### config.mk
export PLATFORM = sky130hd
export DESIGN_NAME = hsv_to_rgb_converter
export DESIGN_NICKNAME = d
export VERILOG_FILES = /design/src/rtl/hsv2rgb_pkg.sv /design/src/rtl/hsv_to_rgb_converter.sv
export SDC_FILE = /design/constraint.sdc
export NUM_CORES = 2
export LEC_CHECK = 0
export CAP_MARGIN = 20
export CORE_ASPECT_RATIO = 2
export CORE_UTILIZATION = 35
export CTS_CLUSTER_DIAMETER = 80
export DETAILED_ROUTE_END_ITERATION = 7
export DONT_BUFFER_PORTS = 1
export GPL_ROUTABILITY_DRIVEN = 0
export HOLD_SLACK_MARGIN = 0.12
export PLACE_DENSITY = 0.61
export SYNTH_ARGS = -nofsm -noshare
export SYNTH_HDL_FRONTEND = slang
export SYNTH_SLANG_ARGS = --single-unit
### constraint.sdc
create_clock -name clk -period 21.4 [get_ports clk]
set_input_delay 4.28 -clock clk [delete_from_list [all_inputs] [get_ports clk]]
set_output_delay 4.28 -clock clk [all_outputs]
set_load 0.03 [all_outputs]
### src/rtl/hsv2rgb_pkg.sv
// Shared types and constants for the HSV to RGB color converter.
// Holds the request and result structs and the hue reduction constants.
// No dependencies.
package hsv2rgb_pkg;

  typedef struct packed {
    logic signed [15:0] hue_degrees;
    logic signed [15:0] saturation;
    logic signed [15:0] brightness;
  } hsv_t;

  typedef struct packed {
    logic [7:0] red;
    logic [7:0] green;
    logic [7:0] blue;
  } rgb_t;

  localparam int unsigned HUE_FULL    = 360;
  localparam int unsigned SECTOR_DEG  = 60;
  // multiple of 360 that lifts any 16-bit signed hue above zero
  localparam int unsigned HUE_OFFSET  = 33120;
  localparam int unsigned RECIP_360   = 93207;
  localparam int unsigned RECIP_SHIFT = 25;

endpackage

### src/rtl/hsv_to_rgb_converter.sv
// HSV to RGB converter: seven-stage pipeline with a per-stage valid/ready chain.
// Depends on hsv2rgb_pkg for the request and result types and hue constants.
//
// Takes one HSV request per clock while hsv_ready is high and runs it through
// seven register stages. rgb_valid rises when the request reaches the last
// stage. Throughput is one pixel every cycle while rgb_ready stays high. A
// stall at the output stops only the stages that hold data, so bubbles fill
// while the result waits.
// Hue is reduced with a floored modulo 360 by reciprocal multiplication,
// saturation and brightness are clamped to 0..1.0 in Q1.FRAC_BITS, and every
// channel is floor(x * 255) exactly. Each stage holds at most two multipliers
// of about 20 by 20 bits.
module hsv_to_rgb_converter #(
  parameter int FRAC_BITS = 14
) (
  input  logic               clk,
  input  logic               rst,
  input  logic               hsv_valid,
  output logic               hsv_ready,
  input  hsv2rgb_pkg::hsv_t  hsv,
  output logic               rgb_valid,
  input  logic               rgb_ready,
  output hsv2rgb_pkg::rgb_t  rgb
);

  localparam int NSTAGE = 7;
  localparam int VW = FRAC_BITS + 1;
  localparam int AW = FRAC_BITS + 6;
  localparam int PW = VW + AW + 5;
  localparam int unsigned ONE = 1 << FRAC_BITS;
  localparam int unsigned SIXTY_S = hsv2rgb_pkg::SECTOR_DEG << FRAC_BITS;

  typedef enum logic [2:0] {
    SEC_RED     = 3'd0,
    SEC_YELLOW  = 3'd1,
    SEC_GREEN   = 3'd2,
    SEC_CYAN    = 3'd3,
    SEC_BLUE    = 3'd4,
    SEC_MAGENTA = 3'd5
  } sector_t;

  function automatic logic [VW-1:0] clamp_unit(input logic signed [15:0] x);
    logic [VW-1:0] res;
    if (x[15]) begin
      res = '0;
    end else if ({16'b0, x} > 32'(ONE)) begin
      res = VW'(ONE);
    end else begin
      res = VW'(x[14:0]);
    end
    return res;
  endfunction

  logic [NSTAGE-1:0] vld;
  logic [NSTAGE-1:0] en;

  logic [16:0]     x1, x2;
  logic [VW-1:0]   s1, s2, s3, s4;
  logic [VW-1:0]   v1, v2, v3, v4, v5;
  logic [7:0]      q2;
  logic [2*VW-1:0] pv2;
  logic [8:0]      m3;
  logic [7:0]      cv3, cv4, cv5, cv6;
  logic [7:0]      cp3, cp4, cp5, cp6;
  logic [2:0]      sec4, sec5, sec6;
  logic [5:0]      r4;
  logic [AW-1:0]   aq5, at5;
  logic [VW+AW-1:0] prq6, prt6;
  hsv2rgb_pkg::rgb_t rgb7;

  logic [33:0]      recip_prod;
  logic [8:0]       m_next;
  logic [VW+7:0]    wv;
  logic [2*VW+7:0]  wp;
  logic [2:0]       sec_next;
  logic [5:0]       r_next;
  logic [5:0]       rc;
  logic [VW+5:0]    sr, st;
  logic [PW-1:0]    lq, lt;
  logic [7:0]       cq, ct;
  hsv2rgb_pkg::rgb_t rgb_next;

  always_comb begin
    en[NSTAGE-1] = !vld[NSTAGE-1] || rgb_ready;
    for (int k = NSTAGE - 2; k >= 0; k--) begin
      en[k] = !vld[k] || en[k+1];
    end
  end

  assign hsv_ready = en[0];
  assign rgb_valid = vld[NSTAGE-1];
  assign rgb       = rgb7;

  always_ff @(posedge clk) begin
    if (rst) begin
      vld <= '0;
    end else begin
      for (int k = 0; k < NSTAGE; k++) begin
        if (en[k]) begin
          vld[k] <= (k == 0) ? hsv_valid : vld[(k == 0) ? 0 : k - 1];
        end
      end
    end
  end

  always_comb begin
    recip_prod = 34'(x1) * 34'(hsv2rgb_pkg::RECIP_360);
    m_next = 9'(x2 - 17'(q2) * 17'(hsv2rgb_pkg::HUE_FULL));
    wv = {v2, 8'b0} - {8'b0, v2};
    wp = {pv2, 8'b0} - {8'b0, pv2};
    sec_next = '0;
    for (int k = 1; k < 6; k++) begin
      if (m3 >= 9'(hsv2rgb_pkg::SECTOR_DEG * k)) begin
        sec_next = 3'(k);
      end
    end
    r_next = 6'(m3 - 9'(sec_next) * 9'(hsv2rgb_pkg::SECTOR_DEG));
    rc = 6'(hsv2rgb_pkg::SECTOR_DEG - 32'(r4));
    sr = s4 * r4;
    st = s4 * rc;
    lq = {prq6, 5'b0} - {prq6, 4'b0} + PW'(prq6);
    lt = {prt6, 5'b0} - {prt6, 4'b0} + PW'(prt6);
    cq = 8'(lq >> (2 * FRAC_BITS + 2));
    ct = 8'(lt >> (2 * FRAC_BITS + 2));
    case (sector_t'(sec6))
      SEC_YELLOW:  rgb_next = '{red: cq,  green: cv6, blue: cp6};
      SEC_GREEN:   rgb_next = '{red: cp6, green: cv6, blue: ct};
      SEC_CYAN:    rgb_next = '{red: cp6, green: cq,  blue: cv6};
      SEC_BLUE:    rgb_next = '{red: ct,  green: cp6, blue: cv6};
      SEC_MAGENTA: rgb_next = '{red: cv6, green: cp6, blue: cq};
      SEC_RED:     rgb_next = '{red: cv6, green: ct,  blue: cp6};
      default:     rgb_next = '{red: cv6, green: ct,  blue: cp6};
    endcase
  end

  always_ff @(posedge clk) begin
    if (en[0]) begin
      x1 <= {hsv.hue_degrees[15], hsv.hue_degrees} + 17'(hsv2rgb_pkg::HUE_OFFSET);
      s1 <= clamp_unit(hsv.saturation);
      v1 <= clamp_unit(hsv.brightness);
    end
    if (en[1]) begin
      q2  <= 8'(recip_prod >> hsv2rgb_pkg::RECIP_SHIFT);
      x2  <= x1;
      s2  <= s1;
      v2  <= v1;
      pv2 <= v1 * (VW'(ONE) - s1);
    end
    if (en[2]) begin
      m3  <= m_next;
      s3  <= s2;
      v3  <= v2;
      cv3 <= 8'(wv >> FRAC_BITS);
      cp3 <= 8'(wp >> (2 * FRAC_BITS));
    end
    if (en[3]) begin
      sec4 <= sec_next;
      r4   <= r_next;
      s4   <= s3;
      v4   <= v3;
      cv4  <= cv3;
      cp4  <= cp3;
    end
    if (en[4]) begin
      aq5  <= AW'(SIXTY_S) - AW'(sr);
      at5  <= AW'(SIXTY_S) - AW'(st);
      v5   <= v4;
      sec5 <= sec4;
      cv5  <= cv4;
      cp5  <= cp4;
    end
    if (en[5]) begin
      prq6 <= v5 * aq5;
      prt6 <= v5 * at5;
      sec6 <= sec5;
      cv6  <= cv5;
      cp6  <= cp5;
    end
    if (en[6]) begin
      rgb7 <= rgb_next;
    end
  end

`ifndef SYNTHESIS
  a_occupancy: assert property (@(posedge clk) disable iff (rst)
    !$past(rst) |-> $countones(vld) == $past($countones(vld))
      + int'($past(hsv_valid && hsv_ready)) - int'($past(rgb_valid && rgb_ready)))
    else $error("pipeline occupancy does not match accepted requests");

  a_hue_mod: assert property (@(posedge clk) disable iff (rst)
    vld[2] |-> m3 < 9'(hsv2rgb_pkg::HUE_FULL))
    else $error("hue reduction out of range");

  a_sector: assert property (@(posedge clk) disable iff (rst)
    vld[3] |-> sec4 < 3'd6 && r4 < 6'(hsv2rgb_pkg::SECTOR_DEG))
    else $error("sector split out of range");
`endif

endmodule
## Yosys cells after proc, flatten, opt, wreduce, memory -nomap -nowiden

Cells that the tools add are included.
Widths: inputs -> output; s select.

| operators by class | value |
|---|---|
| $add $sub $neg | 13 |
| $mul | 8 |
| $lt $le $gt $ge | 7 |
| equality and inequality tests | 5 |
| multiplexer cells | 8 |
| reduce and logical (&&, ||, !) cells | 16 |

Operator list:

| operator | number |
|---|---|
| $pmux 24 s5 | 1 |
| $add 38x35->38 | 2 |
| $sub 38x38->38 | 2 |
| $mul 15x20->35 | 2 |
| $mul 15x6->20 | 2 |
| $sub 20x20->20 const A | 2 |
| $sub 36x30->36 | 1 |
| $mul 17x17->33 const B | 1 |
| $gt 16x15->1 const B | 2 |
| $mul 16x16->30 | 1 |
| $mux 15 | 2 |
| $sub 22x15->22 | 1 |
| $ge 9x8->1 const B | 2 |
| $add 17x16->17 const B | 1 |
| $sub 15x15->16 const A | 1 |
| $mux 3 | 4 |
| $ge 9x6->1 const B | 1 |
| $ge 9x7->1 const B | 1 |
| $ge 9x9->1 const B | 1 |
| $sub 9x9->9 | 1 |
| $mul 8x6->6 const B | 1 |
| $logic_not 1->1 | 7 |
| $logic_or 1x1->1 | 7 |
| $eq 3x2->1 const B | 2 |
| 7 further kinds | 9 |

| word-level totals | value |
|---|---|
| register bits after elaboration | 428 |
| input bits | 52 |
| output and inout bits | 26 |

## Depth between registers and ports, before layout

| logic depth | value |
|---|---|
| depth after elaboration | 8 |
| gate-level depth with buffers | 32 |
| depth with buffers taken out | 29 |

## Worst setup path before layout

No wires, ideal clock.

| timing path | value |
|---|---|
| path type | input -> output |
| from | in rgb_ready |
| to | out hsv_ready |
| arrival time | 6,580 ps |
| path slack | 10,540 ps |
| cell stages on the path | 5 |
| buffers on the path | 1 |
| cell sequence | nor2b_1 > and2_1 > and3_1 > clkbuf_1 > nand4_1 |

| between the ends | value |
|---|---|
| word-level cells in the longest chain between the ends | 7 |

Ends and longest elaborated chain:

| item | line | source |
|---|---|---|
| from (decl) | hsv_to_rgb_converter.sv:22 | `input logic rgb_ready,` |
| $logic_or 1x1->1 | hsv_to_rgb_converter.sv:84 | `en[NSTAGE-1] = !vld[NSTAGE-1] \|\| rgb_ready;` |
| $logic_or 1x1->1 (6 in a row) | hsv_to_rgb_converter.sv:86 | `en[k] = !vld[k] \|\| en[k+1];` |
| to (decl) | hsv_to_rgb_converter.sv:19 | `output logic hsv_ready,` |

Every way passes these cells.

## Worst setup path after layout

Same ends and word-level chain as after synthesis.

==> impl_metrics.toml <==
[synthesis]
synth-edff-count = 417
async_flop_share_pct = 0
syn_inst = 5700
yosys_warnings = 0
syn_area_mm2 = 0.0575
synth_nets = 7292
ys_seq_elements = 424
syn_area_per_cell_um2 = 10.1
ys.flop_type = "edfxtp_1"
synthDistinctLibCells = 91
synth_seq_area_share_pct = 22.0

[timing]
period_share_pct = 46.8
setup_viol = 0
setup_tns_ns = 0
relSlewSlack_pct = 22.6
finalWorstPathRequiredPeriod_ns = 10.01
finalHoldViolCount = 0
maxSlewViolCount = 0
skew_ns = 0.0382
fmax_ghz = 0.0999
worst_pin_slew_ns = 1.16
rsz0062_at_grt = "no"

[die]
start_util_pct = 35.2
die-area_mm2 = 0.166
ios = 78
die_w_um = 289
rows = 210
die_h_um = 575
coreArea_mm2 = 0.163

[grt]
grt_max_degree = 77
grt_util_all_layers_pct = 16.9
use_met3_pct = 1.54
antenna_found_initial = 1
met2_usage_pct = 34.0
grt_pass1_vias = 43104
grt_pass1_wl_mm = 220
met1_usage_pct = 15.5
grt_overflow_total = 0
top_usage_layer = "met2"

[critical_path]
cp.arrival_ns = 5.73
cp_cell_sequence = "nor2b_1, and2_1, and3_1, nand4_1, buf_4"
worst_setup_path_start_kind = "input port"
cp.required_ns = 17.12
path_delay_family = "simple AND/OR/NAND/NOR gates"
worstSetupPathType = "in2out"
cpMaxStageDelayCell = "and3_1"
setup.worst_path.end_class = "output pin"
max_stage_delay_ns = 0.43
cp_num_buf_inv = 1
path_max_fanout = 49

[min_path]
hp-class = "reg2reg"

[detailed_routing]
drt_iter0_markers = 1471
drc = 0
via_per_inst = 4.98
routed_wl_mm = 136
post_drt_wl_per_cell_um = 17.5
firstDrtPassIters = 8
ant_nets = 0
vias = 38678

[placement]
portBuffers = 0
hpwl_mm = 112

[outcome]
status = "finished clean"

[clock_network]
clk_latency_ns = 0.63
clkTransAtPathRegs_ns = 0.06
root_buffer = "clkbuf_16"
post_cts_resized = 0
hold_buffers = 0
cts.sinks = 424
cts_setup_buffers = 0
h-tree-depth = 2
numCtsBuffers = 48
cts_tree = "done"
cts_max_path_buffers = 3

[cells_and_area]
drive_gt1_share_pct = 3.24
syn2layout_area_growth_pct = 6.98
nNetsFinal = 7198

[pwr]
p_per_area_mw_per_mm2 = 142
ir_drop_uv = 111
power.total_mw = 8.76
leakage_nw = 29.6

[run]
maxCapViolations = 0
==> state kept, by name, summed over array words and instances, names as in the netlist, 17 cells and up <==
register	flops
pv2	30
prt6	34
at5	19
prq6	35
x1	17
aq5	20
rgb	24
==> where the power goes <==
group          switching (mW)  total, mW  leakage, nW  internal [mW]
combinational            3.57       6.12         24.1           2.55
sequential              0.419       1.78         4.72           1.36
clock                   0.370      0.859        0.808          0.489
total                    4.35       8.76         29.6           4.40
==> worst paths after layout <==
path | startpoint | to | slack [ns] | cells after the start
min | v4[10] | v5[10] | 0.41 | 0
min reg2reg | v4[10] | v5[10] | 0.41 | 0
max | rgb_ready | hsv_ready | 11.39 | 5
max reg2reg | s1[0] | pv2[27] | 13.60 | 24
==> per-stage QoR <==
stage	area, um^2	worst slack (ns)	util, %	instances	hold slack, ns
after floorplan	57500	10.54	-	5700	0.400
after global placement	59800	11.38	36.6	7674	0.401
after detailed placement	59800	11.34	36.6	7674	0.405
after CTS	61500	11.33	37.6	7763	0.417
after global routing	61500	11.24	37.6	7766	0.421
final	61500	11.39	37.6	7766	0.413
==> layout by cell type, fill, tap and decap left out, types with 8 or more instances in the layout <==
| cell | n |
|---|---|
| and3_1 | 25 |
| xnor2_1 | 149 |
| ha_1 | 640 |
| o21ai_0 | 71 |
| nand4_1 | 18 |
| a211o_1 | 11 |
| or3_1 | 17 |
| mux2i_1 | 8 |
| nor2b_1 | 19 |
| nand2b_1 | 17 |
| buf_4 | 43 |
| clkinv_4 | 10 |
| o21ai_1 | 13 |
| and2_1 | 526 |
| nor2_1 | 144 |
| edfxtp_1 | 417 |
| a31oi_1 | 25 |
| nand3_1 | 58 |
| nor4_1 | 21 |
| nor3_1 | 44 |
| xor2_1 | 51 |
| nand2_1 | 574 |
| fa_1 | 900 |
| o21a_1 | 34 |
| a21oi_1 | 153 |
| o211ai_1 | 13 |
| o31ai_1 | 11 |
| or2_2 | 17 |
| a211oi_1 | 23 |
| a21o_1 | 90 |
| o21bai_1 | 19 |
| inv_1 | 1257 |
| clkbuf_16 | 49 |
==> cells by family after synthesis <==
| logic type | share of synthesized area, % |
|---|---|
| AOI/OAI and AO/OA | 6.60 |
| and+or+nand+nor | 13.2 |
| buffers and inverters | 9.46 |
| adders and majority gates | 45.3 |
| DFF | 22.0 |
| xor gates and xnor gates | 3.09 |
| muxes | 0.335 |
==> final cells by class <==
cell class              count  area [um^2]
clock buffers              52         1240
multi-input cells        3828        39500
fillers                 16162       102000
flip-flops and latches    424        12700
diodes                      1         2.50
inverters                1260         4730
clock inverters            37          422
well taps                2120         2650
repair buffers             44          350
==> cells in the mapped netlist (7+ instances only) <==
library cell,number,area share [%]
or3_1,17,0.18
o22ai_1,7,0.076
edfxtp_1,417,22
nor2_1,144,0.94
ha_1,640,14
o21bai_1,19,0.25
fa_1,900,31
o21ai_0,71,0.62
nand3_1,59,0.51
nor4_1,21,0.23
dfxtp_1,7,0.24
a31oi_1,25,0.27
nor3_1,44,0.38
o21a_1,34,0.44
clkbuf_1,186,1.2
a211o_1,11,0.17
o21ai_1,13,0.11
a21o_1,90,1.2
or2_2,17,0.18
nand2_1,576,3.8
inv_1,1259,8.2
and3_1,25,0.27
nand2b_1,17,0.18
and2_1,526,5.7
nor2b_1,19,0.21
xor2_1,51,0.78
a31o_2,7,0.11
a211oi_1,23,0.30
a21oi_1,153,1.3
nand4_1,18,0.20
xnor2_1,152,2.3
o31ai_1,11,0.14
o211ai_1,13,0.17
mux2i_1,8,0.14
==> routing by layer <==
metal	vias to the layer above	share of wire, %
met2	850	57
li1	17715	-
met3	457	2.6
met1	19656	33
met5	-	0
met4	0	8.2
Note: power is estimated with default switching activity, not from simulation.
